**config.mk**
```make
export PLATFORM = sky130hd
export DESIGN_NAME = button_gesture_classifier
export DESIGN_NICKNAME = d
export VERILOG_FILES = /design/src/design/bgc_pkg.sv /design/src/design/button_gesture_classifier.sv /design/src/design/bgc_result_fifo.sv
export SDC_FILE = /design/constraint.sdc
export NUM_CORES = 1
export LEC_CHECK = 0
export BUFFER_PORTS_ARGS = -buffer_cell sky130_fd_sc_hd__buf_2
export CORE_MARGIN = 4
export CORE_UTILIZATION = 63
export CTS_CLUSTER_SIZE = 8
export DETAILED_ROUTE_END_ITERATION = 8
export PLACE_DENSITY = 0.81
export SKIP_CTS_REPAIR_TIMING = 1
export SLEW_MARGIN = 20
export SYNTH_ARGS = -nofsm -noshare
export SYNTH_HDL_FRONTEND = slang
export SYNTH_SLANG_ARGS = --single-unit
```
**constraint.sdc**
```tcl
create_clock -name clk -period 3.2 [get_ports clk]
set_input_delay 0.32 -clock clk [delete_from_list [all_inputs] [get_ports clk]]
set_output_delay 0.32 -clock clk [all_outputs]
set_load 0.005 [all_outputs]
```
**src/design/bgc_pkg.sv**
```systemverilog
// shared types and constants for the button gesture classifier
package bgc_pkg;

    // slot count limits
    localparam int NUM_BUTTONS_DEF = 4;
    localparam int MASK_BITS       = 4;

    // result queue depth (power of two, at least 2)
    localparam int RESULT_DEPTH = 4;

    // reset value of both time thresholds
    localparam logic [15:0] RESET_WINDOW_MS = 16'd250;

    // configuration port
    localparam int PADDR_W = 4;
    localparam int PDATA_W = 32;
    localparam logic [1:0] REG_ENABLED_MASK   = 2'd0;
    localparam logic [1:0] REG_DOUBLE_WINDOW  = 2'd1;
    localparam logic [1:0] REG_LONG_PRESS_MIN = 2'd2;

    // item kinds
    localparam logic KIND_TICK  = 1'b0;
    localparam logic KIND_LEVEL = 1'b1;

    // gesture event codes
    typedef enum logic [2:0] {
        EV_PRESSED  = 3'd0,
        EV_DOUBLE   = 3'd1,
        EV_RELEASED = 3'd2,
        EV_LONG     = 3'd3,
        EV_CLICK    = 3'd4,
        EV_INVALID  = 3'd5
    } event_code_t;

    // input item
    typedef struct packed {
        logic        kind;
        logic [2:0]  button_index;
        logic        is_held;
        logic [15:0] elapsed_ms;
    } req_item_t;

    // result item
    typedef struct packed {
        logic [2:0]  button_id;
        event_code_t event_code;
        logic        last;
    } evt_item_t;

    // saturating 16-bit add
    function automatic logic [15:0] sat_add16(input logic [15:0] a, input logic [15:0] b);
        logic [16:0] s;
        begin
            s = {1'b0, a} + {1'b0, b};
            sat_add16 = s[16] ? 16'hFFFF : s[15:0];
        end
    endfunction

endpackage

```
**src/design/button_gesture_classifier.sv**
```systemverilog
// top level: per-slot gesture state, config registers and result queue
// the results of an accepted item are written into the result queue and leave it in order
// throughput: one item per cycle while the queue has room for two results; a release gives
// two results, so a stream of releases runs at the output rate of one result per cycle
// reset: mask cleared, both thresholds 250 ms, all slot state and queue cleared
module button_gesture_classifier #(
    parameter int NUM_BUTTONS = bgc_pkg::NUM_BUTTONS_DEF
) (
    input  logic                          clk,
    input  logic                          rst_n,
    input  logic                          req_valid,
    output logic                          req_ready,
    input  bgc_pkg::req_item_t            req,
    output logic                          evt_valid,
    input  logic                          evt_ready,
    output bgc_pkg::evt_item_t            evt,
    input  logic                          psel,
    input  logic                          penable,
    input  logic                          pwrite,
    input  logic [bgc_pkg::PADDR_W-1:0]   paddr,
    input  logic [bgc_pkg::PDATA_W-1:0]   pwdata,
    output logic [bgc_pkg::PDATA_W-1:0]   prdata,
    output logic                          pready
);
    import bgc_pkg::*;

    localparam int NumSlots = (NUM_BUTTONS < MASK_BITS) ? NUM_BUTTONS : MASK_BITS;

    // configuration registers
    logic [MASK_BITS-1:0] mask_reg;
    logic [15:0]          window_reg;
    logic [15:0]          long_min_reg;

    // per-slot state
    logic                 held_flag_reg [NumSlots];
    logic [15:0]          held_time_reg [NumSlots];
    logic [15:0]          since_rel_reg [NumSlots];

    logic                 cfg_wr;
    logic [1:0]           cfg_idx;
    logic                 req_fire;
    logic                 tick_fire;
    logic                 level_fire;
    logic                 slot_ok;
    logic                 sel_held;
    logic [15:0]          sel_held_time;
    logic [15:0]          sel_since;
    logic                 is_press;
    logic                 is_release;
    logic                 is_double;
    logic                 is_long;
    logic [1:0]           push_cnt;
    evt_item_t            push_first;
    evt_item_t            push_second;
    logic                 room2;

    // handshakes
    assign pready     = 1'b1;
    assign cfg_idx    = paddr[3:2];
    assign cfg_wr     = psel && penable && pwrite;
    assign req_ready  = room2;
    assign req_fire   = req_valid && req_ready;
    assign tick_fire  = req_fire && (req.kind == KIND_TICK);
    assign level_fire = req_fire && (req.kind == KIND_LEVEL);

    // register read
    always_comb
    begin
        unique case (cfg_idx)
            REG_ENABLED_MASK:   prdata = PDATA_W'(mask_reg);
            REG_DOUBLE_WINDOW:  prdata = PDATA_W'(window_reg);
            REG_LONG_PRESS_MIN: prdata = PDATA_W'(long_min_reg);
            default:            prdata = '0;
        endcase
    end

    // addressed slot lookup
    always_comb
    begin
        slot_ok       = 1'b0;
        sel_held      = 1'b0;
        sel_held_time = '0;
        sel_since     = '0;
        for (int i = 0; i < NumSlots; i++)
        begin
            if (req.button_index == 3'(i))
            begin
                slot_ok       = mask_reg[i];
                sel_held      = held_flag_reg[i];
                sel_held_time = held_time_reg[i];
                sel_since     = since_rel_reg[i];
            end
        end
    end

    // gesture classification
    assign is_press   = slot_ok && !sel_held && req.is_held;
    assign is_release = slot_ok && sel_held && !req.is_held;
    assign is_double  = (sel_since < window_reg);
    assign is_long    = (sel_held_time >= long_min_reg);

    always_comb
    begin
        push_cnt               = 2'd0;
        push_first.button_id   = req.button_index;
        push_first.event_code  = EV_INVALID;
        push_first.last        = 1'b1;
        push_second.button_id  = req.button_index;
        push_second.event_code = is_long ? EV_LONG : EV_CLICK;
        push_second.last       = 1'b1;
        if (level_fire)
        begin
            priority if (!slot_ok)
            begin
                push_cnt = 2'd1;
            end
            else if (is_press)
            begin
                push_cnt              = 2'd1;
                push_first.event_code = is_double ? EV_DOUBLE : EV_PRESSED;
            end
            else if (is_release)
            begin
                push_cnt              = 2'd2;
                push_first.event_code = EV_RELEASED;
                push_first.last       = 1'b0;
            end
        end
    end

    // config registers
    always_ff @(posedge clk or negedge rst_n)
    begin
        if (!rst_n)
        begin
            mask_reg     <= '0;
            window_reg   <= RESET_WINDOW_MS;
            long_min_reg <= RESET_WINDOW_MS;
        end
        else if (cfg_wr)
        begin
            unique case (cfg_idx)
                REG_ENABLED_MASK:   mask_reg     <= pwdata[MASK_BITS-1:0];
                REG_DOUBLE_WINDOW:  window_reg   <= pwdata[15:0];
                REG_LONG_PRESS_MIN: long_min_reg <= pwdata[15:0];
                default:            ;
            endcase
        end
    end

    // per-slot state update
    always_ff @(posedge clk or negedge rst_n)
    begin
        if (!rst_n)
        begin
            for (int i = 0; i < NumSlots; i++)
            begin
                held_flag_reg[i] <= 1'b0;
                held_time_reg[i] <= '0;
                since_rel_reg[i] <= '0;
            end
        end
        else
        begin
            for (int i = 0; i < NumSlots; i++)
            begin
                if (cfg_wr && (cfg_idx == REG_ENABLED_MASK) && pwdata[i] && !mask_reg[i])
                begin
                    // newly enabled slot starts released
                    held_flag_reg[i] <= 1'b0;
                    held_time_reg[i] <= '0;
                end
                else if (tick_fire && mask_reg[i])
                begin
                    if (held_flag_reg[i])
                    begin
                        held_time_reg[i] <= sat_add16(held_time_reg[i], req.elapsed_ms);
                    end
                    else
                    begin
                        since_rel_reg[i] <= sat_add16(since_rel_reg[i], req.elapsed_ms);
                    end
                end
                else if (level_fire && (req.button_index == 3'(i)))
                begin
                    if (is_press)
                    begin
                        held_flag_reg[i] <= 1'b1;
                        held_time_reg[i] <= '0;
                        if (is_double)
                        begin
                            since_rel_reg[i] <= '0;
                        end
                    end
                    else if (is_release)
                    begin
                        held_flag_reg[i] <= 1'b0;
                        held_time_reg[i] <= '0;
                        since_rel_reg[i] <= '0;
                    end
                end
            end
        end
    end

    // result queue
    bgc_result_fifo #(
        .DEPTH (RESULT_DEPTH)
    ) u_result_fifo (
        .clk         (clk),
        .rst_n       (rst_n),
        .push_cnt    (push_cnt),
        .push_first  (push_first),
        .push_second (push_second),
        .room2       (room2),
        .evt_valid   (evt_valid),
        .evt_ready   (evt_ready),
        .evt         (evt)
    );

endmodule

```
**src/design/bgc_result_fifo.sv**
```systemverilog
// result queue: takes up to two items per cycle, delivers one
module bgc_result_fifo #(
    parameter int DEPTH = bgc_pkg::RESULT_DEPTH
) (
    input  logic              clk,
    input  logic              rst_n,
    input  logic [1:0]        push_cnt,
    input  bgc_pkg::evt_item_t push_first,
    input  bgc_pkg::evt_item_t push_second,
    output logic              room2,
    output logic              evt_valid,
    input  logic              evt_ready,
    output bgc_pkg::evt_item_t evt
);
    import bgc_pkg::*;

    localparam int PtrW = $clog2(DEPTH);
    localparam int CntW = $clog2(DEPTH + 1);

    evt_item_t         mem [DEPTH];
    logic [PtrW-1:0]   wr_ptr_reg, wr_ptr_next;
    logic [PtrW-1:0]   rd_ptr_reg, rd_ptr_next;
    logic [CntW-1:0]   count_reg, count_next;
    logic              pop;

    // handshake and status
    assign pop       = evt_valid && evt_ready;
    assign evt_valid = (count_reg != '0);
    assign evt       = mem[rd_ptr_reg];
    assign room2     = (count_reg <= CntW'(DEPTH - 2));

    // pointer and count update
    always_comb
    begin
        wr_ptr_next = wr_ptr_reg + PtrW'(push_cnt);
        rd_ptr_next = rd_ptr_reg + PtrW'(pop);
        count_next  = count_reg + CntW'(push_cnt) - CntW'(pop);
    end

    always_ff @(posedge clk or negedge rst_n)
    begin
        if (!rst_n)
        begin
            wr_ptr_reg <= '0;
            rd_ptr_reg <= '0;
            count_reg  <= '0;
        end
        else
        begin
            wr_ptr_reg <= wr_ptr_next;
            rd_ptr_reg <= rd_ptr_next;
            count_reg  <= count_next;
        end
    end

    // storage writes
    always_ff @(posedge clk)
    begin
        if (push_cnt != 2'd0)
        begin
            mem[wr_ptr_reg] <= push_first;
        end
        if (push_cnt == 2'd2)
        begin
            mem[wr_ptr_reg + PtrW'(1)] <= push_second;
        end
    end

endmodule

```
==> run_results.csv <==
group,metric,value,unit
clock_tree,clock_path_buffers,3,
grt,grt-ovfl-total,0,
yosys,avgSynthCellArea,9.009,µm²
clock_tree,numCtsBuffers,29,
hold_path,min_path_type,"primary input to register",
yosys,synth_top_cell_by_area,"dfrtp_1",
yosys,synth_edf_count,24,
job,maxCapViolations,0,
grt,grt.total_usage,33.46,%
route,via_per_inst,6.444,
clock_tree,path_clk_slew,0.06,ns
worst_setup_path,cp_max_fo,16,
yosys,async_reset_ff_share,86.21,%
grt,antenna_found_initial,0,
floorplan,start_util,63.83,%
clock_tree,cts_htree_levels,1,
route,via_count,14743,
placed_design,placed_area,17390,µm²
timing,period_share,98.93,%
final_layout,postLayoutCellArea,18520,µm²
floorplan,die_h,167.5,µm
timing,hold_violations,0,
final_layout,nets,2173,
timing,skew,0.01005,ns
yosys,syn-cell-area,16030,µm²
yosys,yosys_warnings,0,
timing,max_clock_freq,315.9,MHz
grt,grt_pass1_vias,14023,
grt,grt_pass1_wl,75.42,mm
yosys,ys_top_cells_by_count,"215 x nand2_1, 164 x ha_1, 163 x dfrtp_1, 161 x o21ai_0, 133 x a21oi_1",
pwr,powerDensity,808.5,nW/µm²
pwr,ir_worst_vdd,0.5040,mV
final_layout,final_layout_size_suffix_gt1_share,17.78,%
worst_setup_path,cp.required,3.65,ns
placed_design,finalWeightedCongestion,1.010,
worst_setup_path,crit_arrival,3.62,ns
route,ant_nets,0,
worst_setup_path,slowest_delay,0.49,ns
clock_tree,cts_tree,"yes",
yosys,synthDominantCellAreaShare,25.45,%
worst_setup_path,start_kind,"register",
grt,grt_max_degree,78,
floorplan,die_area,28060,µm²
final_layout,final_cell_count_no_fill,2288,
pwr,p_leak,8.856,nW
floorplan,ioPinCount,106,
placed_design,port_buffers,70,
route,dr.pass1.iters,6,
clock_tree,clock_latency,0.54,ns
hold_path,hp-start,"pwdata[11]",
clock_tree,clock_sinks,203,
route,drt-initial-drc-count,1688,
yosys,syn_inst,1779,
timing,layout_min_cycle_time,3.166,ns
yosys,synth_area_leaders,"dfrtp_1 25%, ha_1 13%, mux4_2 5.6%",
timing,relSlewSlack,29.61,%
timing,drv_slew,0,
worst_setup_path,crit_slowest_cell,"mux4_2",
worst_setup_path,path_cells,"mux4_2 > and2_4 > ha_1 > nand4_1 > a211oi_2 > o21ai_1 > o21ai_2 > o21ai_2 > a32o_2 > buf_12 > nand2_1 > buf_12 > a21oi_1 > a31oi_1",
floorplan,fp.dieW,167.5,µm
timing,setup_violations,0,
run_status,status,"finished clean",
yosys,ys_ff_latch,203,
placed_design,place_hpwl,36.42,mm
floorplan,core_area,25110,µm²
yosys,yosysMostFrequentCell,"nand2_1",
timing,whs,0.007537,ns
yosys,ys_seq_area_share,32.41,%
placed_design,dp.cells,2224,
final_layout,areaGrowthSynthToFinish,15.53,%
yosys,synth.distinct_cells,83,
timing,tightest_slew,1.050,ns
route,post-route-drc-count,0,
worst_setup_path,cp-startpoint,"since_rel_reg[24]$_DFFE_PN0P_",
floorplan,core.rowCount,58,
yosys,synth_flop_cell,"dfrtp_1",
worst_setup_path,path_class,"register to register",
worst_setup_path,crit_path_end_kind,"register",
worst_setup_path,rr_startpoint,"since_rel_reg[24]$_DFFE_PN0P_",
route,drt_wl_total,48.56,mm
route,wl_per_cell,21.23,µm
clock_tree,cts-root-buf,"clkbuf_16",
layout by cell type, fill, tap and decap left out, types with 18 or more instances in the layout:
master and instances:
a21o_1 43, a21oi_1 129, a22o_1 18, a31oi_1 18, and2_1 40, buf_2 69, buf_4 110, clkbuf_1 22
clkbuf_16 29, dfrtp_1 163, edfxtp_1 24, ha_1 160, inv_1 93, mux2_2 18, mux4_2 40, nand2_1 212
nand2b_1 20, nand3_1 42, nor2_1 97, nor2b_1 29, nor3_1 28, o21a_1 25, o21ai_0 157, xnor2_1 59
xor2_1 30
worst paths after layout:
check	endpoint	slack, ns	depth (start not counted)
setup reg to reg	since_rel_reg[62]$_DFFE_PN0P_	0.03	14
max in group asynchronous	long_min_reg[5]$_DFFE_PN1P_	1.91	3
hold reg to reg	u_result_fifo.mem[1][0]$_SDFFE_PP1N_	0.49	2
min in group asynchronous	long_min_reg[10]$_DFFE_PN0P_	0.38	2
hold / removal	window_reg[11]$_DFFE_PN0P_	0.008	3
setup / recovery	since_rel_reg[62]$_DFFE_PN0P_	0.03	14
where the power goes:
group	switching, mW	total (mW)	leakage [nW]	internal (mW)
Sequential	0.998	4.45	2.48	3.45
Clock	1.18	2.88	0.391	1.70
Combinational	4.03	7.65	5.99	3.62
Total	6.20	15.0	8.86	8.77
cells by family after synthesis:
group / synth area share [%]
xor+xnor: 4.863
mux: 7.385
other cells: 0.04686
buf+inv: 4.629
compound gates: 20.50
fa+ha+maj: 13.93
simple gates: 16.24
flops: 32.41
stage by stage:
stage                     worst slack, ns  power [mW]  TNS (ns)  util (%)
after floorplan                   0.01692       9.445         0         -
after global placement            -0.2888       11.31    -9.298     69.26
after detailed placement          -0.4177       11.64    -19.83     69.26
after CTS                         -0.2166       14.56    -4.296     72.53
after global routing             -0.06118       15.97   -0.7518     73.74
final                             0.03439       14.97         0     73.75
layer usage:
layer | vias up | part of all wire [%] | GRT usage (%)
met3 | 145 | 12 | 7.318
li1 | 6725 | - | -
met5 | - | 0 | 0
met4 | 0 | 4.9 | 13.51
met1 | 7092 | 40 | 46.35
met2 | 781 | 44 | 51.57
worst max-delay path, delay by kind of cell (launching register included):
kind                       cells  cell delay, ns
buffers and inverters          2            0.31
and+or+nand+nor                3            0.44
adders and majority gates      1            0.26
muxes                          1            0.49
AOI/OAI and AO/OA              7            1.15
DFF                            1            0.42
area by class of cell:
type | count | area [µm²]
repair buffers | 192 | 1369
clock buffers | 52 | 822.0
flip-flops and latches | 203 | 5195
multi-input cells | 1415 | 10360
inverters | 95 | 356.6
well taps | 330 | 412.9
diodes | 1 | 2.502
fillers | 1841 | 6591
(Power assumes the default switching activity.)
